==> config.mk <==
export PLATFORM = sky130hd
export DESIGN_NAME = cross_entropy_loss_gradient_core
export DESIGN_NICKNAME = d
export VERILOG_FILES = /design/src/sv/celg_pkg.sv /design/src/sv/celg_frame.sv /design/src/sv/celg_negln.sv /design/src/sv/celg_totals.sv /design/src/sv/cross_entropy_loss_gradient_core.sv
export SDC_FILE = /design/constraint.sdc
export NUM_CORES = 1
export LEC_CHECK = 0
export ABC_AREA = 1
export CORE_UTILIZATION = 45
export DETAILED_ROUTE_END_ITERATION = 8
export DONT_BUFFER_PORTS = 1
export GPL_TIMING_DRIVEN = 0
export MAX_ROUTING_LAYER = met4
export PLACE_DENSITY = 0.63
export SLEW_MARGIN = 25
export SYNTH_ARGS = -nofsm -noshare
export SYNTH_HDL_FRONTEND = slang
export SYNTH_SLANG_ARGS = --single-unit
==> constraint.sdc <==
create_clock -name clk -period 6.5 [get_ports clk]
set_input_delay 0.975 -clock clk [delete_from_list [all_inputs] [get_ports clk]]
set_output_delay 0.975 -clock clk [all_outputs]
set_load 0.02 [all_outputs]
==> src/sv/celg_pkg.sv <==
// Shared types, widths and constants for the cross-entropy loss and gradient core.
// Holds the natural-log lookup table built at elaboration time.
// No dependencies; every other file of the core imports this package.
package celg_pkg;

    // Class and field widths
    localparam int MAX_CLASSES   = 4096;
    localparam int POS_W         = $clog2(MAX_CLASSES);
    localparam int CNT_W         = POS_W + 1;
    localparam int MIN_CLASSES   = 2;
    localparam int POST_W        = 17;
    localparam int GRAD_W        = 18;
    localparam int LOSS_W        = 20;
    localparam int SEQ_ADD_W     = 8;
    localparam int TOTAL_LOSS_W  = 48;
    localparam int COUNT_W       = 32;
    localparam int ONE_Q16       = 65536;

    // Log table
    localparam int LOG_TABLE_BITS = 8;
    localparam int TAB_SIZE       = 1 << LOG_TABLE_BITS;
    localparam int LN_W           = 16;
    localparam int LN2_Q16        = 45426;
    localparam int SHIFT_W        = $clog2(POST_W);
    localparam int SERIES_TERMS   = 20;

    // Stream and register port widths
    localparam int IN_FIELDS_W   = POST_W + POS_W + SEQ_ADD_W;
    localparam int IN_TDATA_W    = ((IN_FIELDS_W + 7) / 8) * 8;
    localparam int OUT_FIELDS_W  = GRAD_W + LOSS_W + TOTAL_LOSS_W + 3 * COUNT_W;
    localparam int OUT_TDATA_W   = ((OUT_FIELDS_W + 7) / 8) * 8;
    localparam int OUT_TUSER_W   = 2;
    localparam int PADDR_W       = 3;
    localparam int PDATA_W       = 32;

    localparam logic [CNT_W-1:0] CLASS_COUNT_RESET = CNT_W'(MAX_CLASSES);

    // Register index, taken from the word address of the configuration port.
    typedef enum logic [0:0] {
        REG_CLASS_COUNT = 1'b0
    } celg_reg_t;

    typedef logic [LN_W-1:0] ln_tab_t [TAB_SIZE];

    // ln(1 + i/2^B) in Q.16 through the atanh series, all in integers.
    function automatic ln_tab_t build_ln_tab();
        ln_tab_t     tab;
        logic [63:0] z;
        logic [63:0] zsq;
        logic [63:0] term;
        logic [63:0] sum;
        for (int i = 0; i < TAB_SIZE; i++) begin
            z    = (64'(i) << 30) / 64'(2 * TAB_SIZE + i);
            zsq  = (z * z) >> 30;
            term = z;
            sum  = '0;
            for (int k = 0; k < SERIES_TERMS; k++) begin
                sum  = sum + term / 64'(2 * k + 1);
                term = (term * zsq) >> 30;
            end
            tab[i] = LN_W'((2 * sum + 64'(1 << 13)) >> 14);
        end
        return tab;
    endfunction

    localparam ln_tab_t LN_TAB = build_ln_tab();

    // One input transaction.
    typedef struct packed {
        logic [POST_W-1:0]    posterior;
        logic [POS_W-1:0]     target_class;
        logic                 frame_mask;
        logic                 call_end;
        logic [SEQ_ADD_W-1:0] sequences_add;
    } celg_item_t;

    // Per-element result after the frame tracker.
    typedef struct packed {
        logic [GRAD_W-1:0]    gradient;
        logic                 frame_end;
        logic                 frame_correct;
        logic                 class_error;
        logic                 loss_en;
        logic                 call_end;
        logic [SEQ_ADD_W-1:0] sequences_add;
        logic [POST_W-1:0]    target_posterior;
    } celg_frame_res_t;

    // Per-element result after the loss unit.
    typedef struct packed {
        logic [GRAD_W-1:0]    gradient;
        logic                 frame_end;
        logic                 frame_correct;
        logic                 class_error;
        logic                 call_end;
        logic [SEQ_ADD_W-1:0] sequences_add;
        logic [LOSS_W-1:0]    frame_loss;
    } celg_loss_res_t;

    // Per-element fields of an output transaction.
    typedef struct packed {
        logic [GRAD_W-1:0] gradient;
        logic              frame_end;
        logic              frame_correct;
        logic [LOSS_W-1:0] frame_loss;
        logic              class_error;
    } celg_result_t;

    // Running totals shown on every output transaction.
    typedef struct packed {
        logic [TOTAL_LOSS_W-1:0] total_loss;
        logic [COUNT_W-1:0]      total_correct;
        logic [COUNT_W-1:0]      total_frames;
        logic [COUNT_W-1:0]      total_sequences;
    } celg_totals_t;

endpackage

==> src/sv/celg_frame.sv <==
// Input register and per-frame tracking: class position, argmax, target posterior,
// masked gradient and end-of-frame flags. Depends on celg_pkg.
module celg_frame (
    input  logic                       clk,
    input  logic                       rst_n,
    input  logic                       adv,
    input  logic                       in_valid,
    input  celg_pkg::celg_item_t       in_item,
    input  logic [celg_pkg::CNT_W-1:0] class_count,
    output logic                       res_valid,
    output celg_pkg::celg_frame_res_t  res
);
    import celg_pkg::*;

    celg_item_t      item_reg;
    logic            item_valid_reg;
    logic [POS_W-1:0]  class_position_reg;
    logic [POS_W-1:0]  class_position_next;
    logic [POST_W-1:0] best_value_reg;
    logic [POST_W-1:0] best_value_next;
    logic [POS_W-1:0]  best_index_reg;
    logic [POS_W-1:0]  best_index_next;
    logic [POST_W-1:0] target_posterior_reg;
    logic [POST_W-1:0] target_posterior_next;
    celg_frame_res_t res_reg;
    celg_frame_res_t res_next;
    logic            res_valid_reg;

    logic [CNT_W-1:0]  count_used;
    logic [CNT_W-1:0]  pos_inc;
    logic              first_elem;
    logic              hit;
    logic              frame_end;
    logic              class_error;
    logic [GRAD_W-1:0] grad_raw;

    always_comb
    begin
        if (class_count < CNT_W'(MIN_CLASSES))
            count_used = CNT_W'(MIN_CLASSES);
        else if (class_count > CNT_W'(MAX_CLASSES))
            count_used = CNT_W'(MAX_CLASSES);
        else
            count_used = class_count;

        first_elem  = (class_position_reg == '0);
        hit         = (class_position_reg == item_reg.target_class);
        pos_inc     = CNT_W'(class_position_reg) + CNT_W'(1);
        frame_end   = (pos_inc >= count_used);
        class_error = (CNT_W'(item_reg.target_class) >= count_used);

        if (first_elem)
        begin
            best_value_next = item_reg.posterior;
            best_index_next = '0;
        end
        else if (item_reg.posterior > best_value_reg)
        begin
            best_value_next = item_reg.posterior;
            best_index_next = class_position_reg;
        end
        else
        begin
            best_value_next = best_value_reg;
            best_index_next = best_index_reg;
        end

        if (hit)
            target_posterior_next = item_reg.posterior;
        else if (first_elem)
            target_posterior_next = '0;
        else
            target_posterior_next = target_posterior_reg;

        class_position_next = frame_end ? '0 : pos_inc[POS_W-1:0];

        // Two's complement difference; the all-positive case still fits the width.
        grad_raw = GRAD_W'(item_reg.posterior) - (hit ? GRAD_W'(ONE_Q16) : GRAD_W'(0));

        res_next.gradient         = item_reg.frame_mask ? grad_raw : '0;
        res_next.frame_end        = frame_end;
        res_next.class_error      = frame_end && class_error;
        res_next.loss_en          = frame_end && !class_error && item_reg.frame_mask;
        res_next.frame_correct    = frame_end && !class_error && item_reg.frame_mask &&
                                    (best_index_next == item_reg.target_class);
        res_next.call_end         = item_reg.call_end;
        res_next.sequences_add    = item_reg.sequences_add;
        res_next.target_posterior = target_posterior_next;
    end

    always_ff @(posedge clk or negedge rst_n)
    begin
        if (!rst_n)
        begin
            item_valid_reg       <= 1'b0;
            res_valid_reg        <= 1'b0;
            class_position_reg   <= '0;
            best_value_reg       <= '0;
            best_index_reg       <= '0;
            target_posterior_reg <= '0;
        end
        else if (adv)
        begin
            item_valid_reg <= in_valid;
            res_valid_reg  <= item_valid_reg;
            if (item_valid_reg)
            begin
                class_position_reg   <= class_position_next;
                best_value_reg       <= best_value_next;
                best_index_reg       <= best_index_next;
                target_posterior_reg <= target_posterior_next;
            end
        end
    end

    always_ff @(posedge clk)
    begin
        if (adv)
        begin
            item_reg <= in_item;
            res_reg  <= res_next;
        end
    end

    assign res_valid = res_valid_reg;
    assign res       = res_reg;

endmodule

==> src/sv/celg_negln.sv <==
// Loss unit: normalizes the target posterior, looks up ln of the mantissa and
// forms -ln(p) in Q4.16 for a finished frame. Depends on celg_pkg.
module celg_negln (
    input  logic                      clk,
    input  logic                      rst_n,
    input  logic                      adv,
    input  logic                      in_valid,
    input  celg_pkg::celg_frame_res_t in_res,
    output logic                      res_valid,
    output celg_pkg::celg_loss_res_t  res
);
    import celg_pkg::*;

    logic [POST_W-1:0]         x_raw;
    logic [SHIFT_W-1:0]        shift_amt;
    logic [POST_W-1:0]         x_norm;
    logic [LOG_TABLE_BITS-1:0] tab_idx;
    logic [LN_W-1:0]           ln_val;
    logic [LOSS_W-1:0]         exp_part;
    logic [LOSS_W-1:0]         loss;
    celg_loss_res_t            res_reg;
    celg_loss_res_t            res_next;
    logic                      res_valid_reg;

    always_comb
    begin
        // A zero posterior is read as the smallest code.
        x_raw = (in_res.target_posterior == '0) ? POST_W'(1) : in_res.target_posterior;

        // Leading-zero count: the highest set bit decides the shift.
        shift_amt = '0;
        for (int b = 0; b < POST_W; b++)
        begin
            if (x_raw[b])
                shift_amt = SHIFT_W'(POST_W - 1 - b);
        end

        x_norm   = x_raw << shift_amt;
        tab_idx  = x_norm[POST_W-2 -: LOG_TABLE_BITS];
        ln_val   = LN_TAB[tab_idx];
        exp_part = LOSS_W'(shift_amt) * LOSS_W'(LN2_Q16);
        loss     = (exp_part >= LOSS_W'(ln_val)) ? exp_part - LOSS_W'(ln_val) : '0;

        res_next.gradient      = in_res.gradient;
        res_next.frame_end     = in_res.frame_end;
        res_next.frame_correct = in_res.frame_correct;
        res_next.class_error   = in_res.class_error;
        res_next.call_end      = in_res.call_end;
        res_next.sequences_add = in_res.sequences_add;
        res_next.frame_loss    = in_res.loss_en ? loss : '0;
    end

    always_ff @(posedge clk or negedge rst_n)
    begin
        if (!rst_n)
            res_valid_reg <= 1'b0;
        else if (adv)
            res_valid_reg <= in_valid;
    end

    always_ff @(posedge clk)
    begin
        if (adv)
            res_reg <= res_next;
    end

    assign res_valid = res_valid_reg;
    assign res       = res_reg;

endmodule

==> src/sv/celg_totals.sv <==
// Saturating running totals and the output result register.
// Depends on celg_pkg.
module celg_totals (
    input  logic                     clk,
    input  logic                     rst_n,
    input  logic                     adv,
    input  logic                     in_valid,
    input  celg_pkg::celg_loss_res_t in_res,
    output logic                     out_valid,
    output celg_pkg::celg_result_t   result,
    output celg_pkg::celg_totals_t   totals
);
    import celg_pkg::*;

    localparam logic [TOTAL_LOSS_W-1:0] LOSS_SAT  = '1;
    localparam logic [COUNT_W-1:0]      COUNT_SAT = '1;

    logic [TOTAL_LOSS_W-1:0] loss_sum_reg;
    logic [TOTAL_LOSS_W-1:0] loss_sum_next;
    logic [COUNT_W-1:0]      correct_count_reg;
    logic [COUNT_W-1:0]      correct_count_next;
    logic [COUNT_W-1:0]      frame_count_reg;
    logic [COUNT_W-1:0]      frame_count_next;
    logic [COUNT_W-1:0]      sequence_count_reg;
    logic [COUNT_W-1:0]      sequence_count_next;
    logic [TOTAL_LOSS_W:0]   loss_wide;
    logic [COUNT_W:0]        seq_wide;
    celg_result_t            result_reg;
    celg_result_t            result_next;
    logic                    out_valid_reg;

    always_comb
    begin
        loss_wide = (TOTAL_LOSS_W + 1)'(loss_sum_reg) + (TOTAL_LOSS_W + 1)'(in_res.frame_loss);
        seq_wide  = (COUNT_W + 1)'(sequence_count_reg) + (COUNT_W + 1)'(in_res.sequences_add);

        loss_sum_next       = loss_sum_reg;
        correct_count_next  = correct_count_reg;
        frame_count_next    = frame_count_reg;
        sequence_count_next = sequence_count_reg;

        if (in_res.frame_end)
        begin
            loss_sum_next = loss_wide[TOTAL_LOSS_W] ? LOSS_SAT : loss_wide[TOTAL_LOSS_W-1:0];
            if (in_res.frame_correct && (correct_count_reg != COUNT_SAT))
                correct_count_next = correct_count_reg + COUNT_W'(1);
            if (frame_count_reg != COUNT_SAT)
                frame_count_next = frame_count_reg + COUNT_W'(1);
            if (in_res.call_end)
                sequence_count_next = seq_wide[COUNT_W] ? COUNT_SAT : seq_wide[COUNT_W-1:0];
        end

        result_next.gradient      = in_res.gradient;
        result_next.frame_end     = in_res.frame_end;
        result_next.frame_correct = in_res.frame_correct;
        result_next.frame_loss    = in_res.frame_loss;
        result_next.class_error   = in_res.class_error;
    end

    always_ff @(posedge clk or negedge rst_n)
    begin
        if (!rst_n)
        begin
            out_valid_reg      <= 1'b0;
            loss_sum_reg       <= '0;
            correct_count_reg  <= '0;
            frame_count_reg    <= '0;
            sequence_count_reg <= '0;
        end
        else if (adv)
        begin
            out_valid_reg <= in_valid;
            if (in_valid)
            begin
                loss_sum_reg       <= loss_sum_next;
                correct_count_reg  <= correct_count_next;
                frame_count_reg    <= frame_count_next;
                sequence_count_reg <= sequence_count_next;
            end
        end
    end

    always_ff @(posedge clk)
    begin
        if (adv)
            result_reg <= result_next;
    end

    // The totals only move when a new result is loaded, so they stand beside it.
    assign out_valid              = out_valid_reg;
    assign result                 = result_reg;
    assign totals.total_loss      = loss_sum_reg;
    assign totals.total_correct   = correct_count_reg;
    assign totals.total_frames    = frame_count_reg;
    assign totals.total_sequences = sequence_count_reg;

endmodule

==> src/sv/cross_entropy_loss_gradient_core.sv <==
// Top level of the softmax cross-entropy loss and gradient core.
// Instantiates celg_frame, celg_negln and celg_totals; depends on celg_pkg.
//
//   Channel  | Direction | Transaction carries
//   ---------+-----------+--------------------------------------------------------
//   s_axis   | in        | one class posterior with target, mask, call bookkeeping
//   m_axis   | out       | gradient, frame results and running totals
//   APB      | in/out    | class_count register at byte address 0
//
// The core takes one input transaction per clock while the pipe is not held and returns
// one output transaction for each. The result is offered after passing four registers
// (input register, frame tracker, loss unit, result register).
// The loss unit's normalize-and-lookup path sets the stage split.
// All stages advance together; when the result register is full and m_axis_tready is
// low the whole pipe holds and s_axis_tready drops in the same cycle.
// Reset clears the frame position, argmax state and all totals; class_count returns
// to 4096.
module cross_entropy_loss_gradient_core (
    input  logic                                 clk,
    input  logic                                 rst_n,

    input  logic                                 s_axis_tvalid,
    output logic                                 s_axis_tready,
    // tdata, from bit 0 up: posterior[16:0], target_class[28:17],
    // sequences_add[36:29], zero fill.
    input  logic [celg_pkg::IN_TDATA_W-1:0]      s_axis_tdata,
    // tuser: frame_mask.
    input  logic                                 s_axis_tuser,
    // tlast: call_end.
    input  logic                                 s_axis_tlast,

    output logic                                 m_axis_tvalid,
    input  logic                                 m_axis_tready,
    // tdata, from bit 0 up: gradient[17:0], frame_loss[37:18], total_loss[85:38],
    // total_correct[117:86], total_frames[149:118], total_sequences[181:150], zero fill.
    output logic [celg_pkg::OUT_TDATA_W-1:0]     m_axis_tdata,
    // tuser, from bit 0 up: frame_correct, class_error.
    output logic [celg_pkg::OUT_TUSER_W-1:0]     m_axis_tuser,
    // tlast: frame_end.
    output logic                                 m_axis_tlast,

    input  logic                                 psel,
    input  logic                                 penable,
    input  logic                                 pwrite,
    input  logic [celg_pkg::PADDR_W-1:0]         paddr,
    input  logic [celg_pkg::PDATA_W-1:0]         pwdata,
    output logic [celg_pkg::PDATA_W-1:0]         prdata,
    output logic                                 pready
);
    import celg_pkg::*;

    logic             adv;
    logic [CNT_W-1:0] class_count_reg;
    celg_reg_t        reg_sel;
    celg_item_t       item;
    logic             frame_valid;
    celg_frame_res_t  frame_res;
    logic             loss_valid;
    celg_loss_res_t   loss_res;
    logic             out_valid;
    celg_result_t     result;
    celg_totals_t     totals;

    // Configuration port. Words sit at 4-byte steps, so bit 2 picks the register.
    // Writes must land only while the pipe is idle; the block does not enforce this and has no guard.
    assign pready  = 1'b1;
    assign reg_sel = celg_reg_t'(paddr[2]);

    always_ff @(posedge clk or negedge rst_n)
    begin
        if (!rst_n)
            class_count_reg <= CLASS_COUNT_RESET;
        else if (psel && penable && pwrite && pready)
        begin
            unique case (reg_sel)
                REG_CLASS_COUNT: class_count_reg <= pwdata[CNT_W-1:0];
                default:         ;
            endcase
        end
    end

    always_comb
    begin
        unique case (reg_sel)
            REG_CLASS_COUNT: prdata = PDATA_W'(class_count_reg);
            default:         prdata = '0;
        endcase
    end

    // The pipe moves whenever the result register is empty or being drained.
    assign adv           = !out_valid || m_axis_tready;
    assign s_axis_tready = adv;

    assign item.posterior     = s_axis_tdata[POST_W-1:0];
    assign item.target_class  = s_axis_tdata[POST_W +: POS_W];
    assign item.sequences_add = s_axis_tdata[POST_W + POS_W +: SEQ_ADD_W];
    assign item.frame_mask    = s_axis_tuser;
    assign item.call_end      = s_axis_tlast;

    celg_frame u_frame (
        .clk         (clk),
        .rst_n       (rst_n),
        .adv         (adv),
        .in_valid    (s_axis_tvalid),
        .in_item     (item),
        .class_count (class_count_reg),
        .res_valid   (frame_valid),
        .res         (frame_res)
    );

    celg_negln u_negln (
        .clk       (clk),
        .rst_n     (rst_n),
        .adv       (adv),
        .in_valid  (frame_valid),
        .in_res    (frame_res),
        .res_valid (loss_valid),
        .res       (loss_res)
    );

    celg_totals u_totals (
        .clk       (clk),
        .rst_n     (rst_n),
        .adv       (adv),
        .in_valid  (loss_valid),
        .in_res    (loss_res),
        .out_valid (out_valid),
        .result    (result),
        .totals    (totals)
    );

    assign m_axis_tvalid = out_valid;
    assign m_axis_tlast  = result.frame_end;
    assign m_axis_tuser  = {result.class_error, result.frame_correct};
    assign m_axis_tdata  = {(OUT_TDATA_W - OUT_FIELDS_W)'(0),
                            totals.total_sequences,
                            totals.total_frames,
                            totals.total_correct,
                            totals.total_loss,
                            result.frame_loss,
                            result.gradient};

endmodule

==> out/summary.txt <==
Status: finished with violations
Failing checks: negative setup slack
Post-route cell area: 0.0293 mm2
Post-Syn Area: 0.0249 mm2
Routed WL per cell: 22.9 um
Post-route setup TNS: -3.87 ns
Critical path's largest stage delay: 0.49 ns
CP dominant cell by count: nand2_1
Drt first-iter violations: 1,968
Critical path capture point type: flip-flop
Number of nets with antenna violations after routing: 0
Share of cells above drive strength 1: 0.149
Cell Count, Final, Fillers Out: 3,910
Worst Tran Pin Value: 1.12 ns
Via Count: 22,825
Post-synth top cells: nand2_1, inv_1, nor2_1, nand3_1, dfrtp_1
Nets: 3,377
Remaining global-route overflow: 0
Placed Area: 0.0260 mm2
Highest-delay cell along the critical path: edfxtp_1
Vias per Instance: 5.84
Fin. Hold Viols: 0
Mux cell area share after synthesis: 0.000853
Seq/Total Area, Yosys: 0.434
Crit path time final: 6.71 ns
Largest net degree at the start of global routing: 220
Cell with the most instances after synthesis: nand2_1
Post-Syn Area per Cell: 8.37 um2
Initial antenna violation count: 4
# Max-Cap Violations: 0
Worst hold slack: 0.115 ns
Ys async rst share: 0.552
GRT Total Usage: 0.322
Layout Skew: 0.0191 ns
Post-Synth Adder-Cell Area: 0.0836
Reg clk slew, reported paths: 0.06 ns
Final Max Tran Viols: 0
Leading area contributor after synthesis: dfrtp_1
FF-to-FF Start: u_frame.res[1]$_DFFE_PN_
CTS H-Tree Depth: 2
IO Port Bufs: 0
# fillers: 4,962
HPWL after DPL: 66,000 um
TritonCTS Buffers: 43
CP arrival: 7.02 ns
Vias in the first global route: 22,176
Bufs on Longest Clock Path: 3
First-pass GRT wire length: 134,000 um
Main combinational cell family by area after synthesis: simple AND/OR/NAND/NOR gates
CP required: 6.80 ns
Primary FF master, synth: dfrtp_1
Std-Cell Rows: 85
Number of flip-flops in the largest register: 50
Die Y: 237 um
Syn. warnings: 0
Final setup vio count: 20
Final Cycle Share: 1.03
#FFs+latches synth: 397
EDFF count, synth: 178
CP Max Fanout: 8
Drt drc: 0
CTS tree: built
RSZ-0062 raised after global routing: true
Worst Setup SP: u_frame.res[1]$_DFFE_PN_
RePlAce Congestion: 1.03
Multi-input logic area: 0.0132 mm2
Die W: 237 um
Clock sink total: 397
Root Buffer: clkbuf_16
Synth area leaders: dfrtp_1, edfxtp_1, nand2_1
Count of cell types in the netlist: 79
Sequential cell area: 0.0108 mm2
Die area: 0.0564 mm2
Initial core utilization: 0.459
Post-synth top area share: 0.219
Core ar.: 0.0543 mm2
Critical path class: reg -> reg
Min setup slack post-route: -0.213 ns
Hold/Removal Path Class: in -> async
Slew headroom: 0.251
Syn Inst Count: 2,979
Reg2reg path depth: 52
Layout Area Growth over Synthesis: 17.6%
Post-synthesis compound-gate area fraction: 0.130
Simple-gate share of the synthesized area: 0.226
I/O pin cnt: 306
Post-CTS Hold Buffers: 0
Drt total wl: 89,700 um
XOR/XNOR share of the synthesized area: 0.0456
F_max: 149 MHz
Drt first pass iters: 6
Crit path launch type: flip-flop
Dpl cells: 3,739
Worst-skew pair later-pin latency: 0.56 ns
==> final timing paths <==
check	end	slack, ns
worst max-delay path	u_negln.res[13]$_SDFFCE_PN0N_	-0.21
worst min-delay path	u_totals.sequence_count_reg[15]$_DFFE_PN0P_	0.12
worst max register to register	u_negln.res[13]$_SDFFCE_PN0N_	-0.21
worst min register to register	u_totals.result[32]$_DFFE_PN_	0.42
max in group asynchronous	class_count_reg[12]$_DFFE_PN1P_	6.04
min in group clk	u_totals.result[32]$_DFFE_PN_	0.42
==> stage by stage <==
step                      utilization  setup slack (ns)
final                           0.540            -0.213
after detailed placement        0.478             -2.75
after floorplan                     -             0.237
after global placement          0.477             -2.87
after CTS                       0.529           -0.0812
after global routing            0.540            -0.560
==> cells in the final DEF (no fill, tap or decap), drive strengths merged, types with 4 or more instances in the layout <==
| cell type | count |
|---|---|
| diode | 4 |
| o21ai | 197 |
| o31ai | 13 |
| a21boi | 7 |
| nor2 | 258 |
| a2bb2oi | 6 |
| a21oi | 192 |
| a211oi | 9 |
| fa | 11 |
| o22ai | 17 |
| edfxtp | 178 |
| o211ai | 24 |
| conb | 22 |
| or2 | 9 |
| o2111ai | 7 |
| o221ai | 12 |
| inv | 357 |
| ha | 149 |
| a31oi | 12 |
| nand2 | 601 |
| xor2 | 86 |
| dfrtp | 218 |
| nand3b | 7 |
| xnor2 | 44 |
| nand4 | 36 |
| nor3 | 70 |
| a221oi | 8 |
| o21bai | 13 |
| nor4 | 29 |
| buf | 152 |
| o311ai | 7 |
| a21o | 4 |
| nand3 | 248 |
| clkbuf | 109 |
| clkinv | 16 |
==> worst max-delay path, delay by kind of cell (launching register included) <==
kind,cells,cell delay (ns)
flops,1,0.49
simple gates,31,3.01
compound gates,13,1.89
buf+inv,6,0.60
fa+ha+maj,2,0.46
==> area by class of cell <==
cell class	instances	area share
clock inverters	19	0.00478
repair buffers	89	0.0279
well taps	739	0.0315
inverters	358	0.0473
flip-flops and latches	397	0.369
clock buffers	60	0.0405
multi-input cells	2132	0.451
plain buffers	112	0.0275
diodes	4	0.000341
==> repair_timing <==
item / CTS / global route
cloned: 3 / 1
resized for setup: 223 / 120
setup buffers: 64 / 20
pin swaps: 40 / 53
setup endpoints to repair: 20 / 20
==> cells by family (layout without fill, tap and decap cells) <==
group           count (synthesis)  after routing
compound gates                550            550
xor+xnor                      130            130
fa+ha+maj                     160            160
buf+inv                       470            638
flops                         397            397
mux                             2              2
other cells                     2             26
simple gates                 1268           1268
==> metal layers <==
layer	GRT usage	part of all wire	vias to the layer above
li1	-	-	10437
met1	0.393	0.41	11111
met2	0.518	0.47	1008
met3	0.0626	0.073	269
met4	0.145	0.053	0
met5	-	0	-
Power is left out: the tool's default activity adds up to more than one toggle a clock period on the data nets, which glitch-free logic cannot reach.
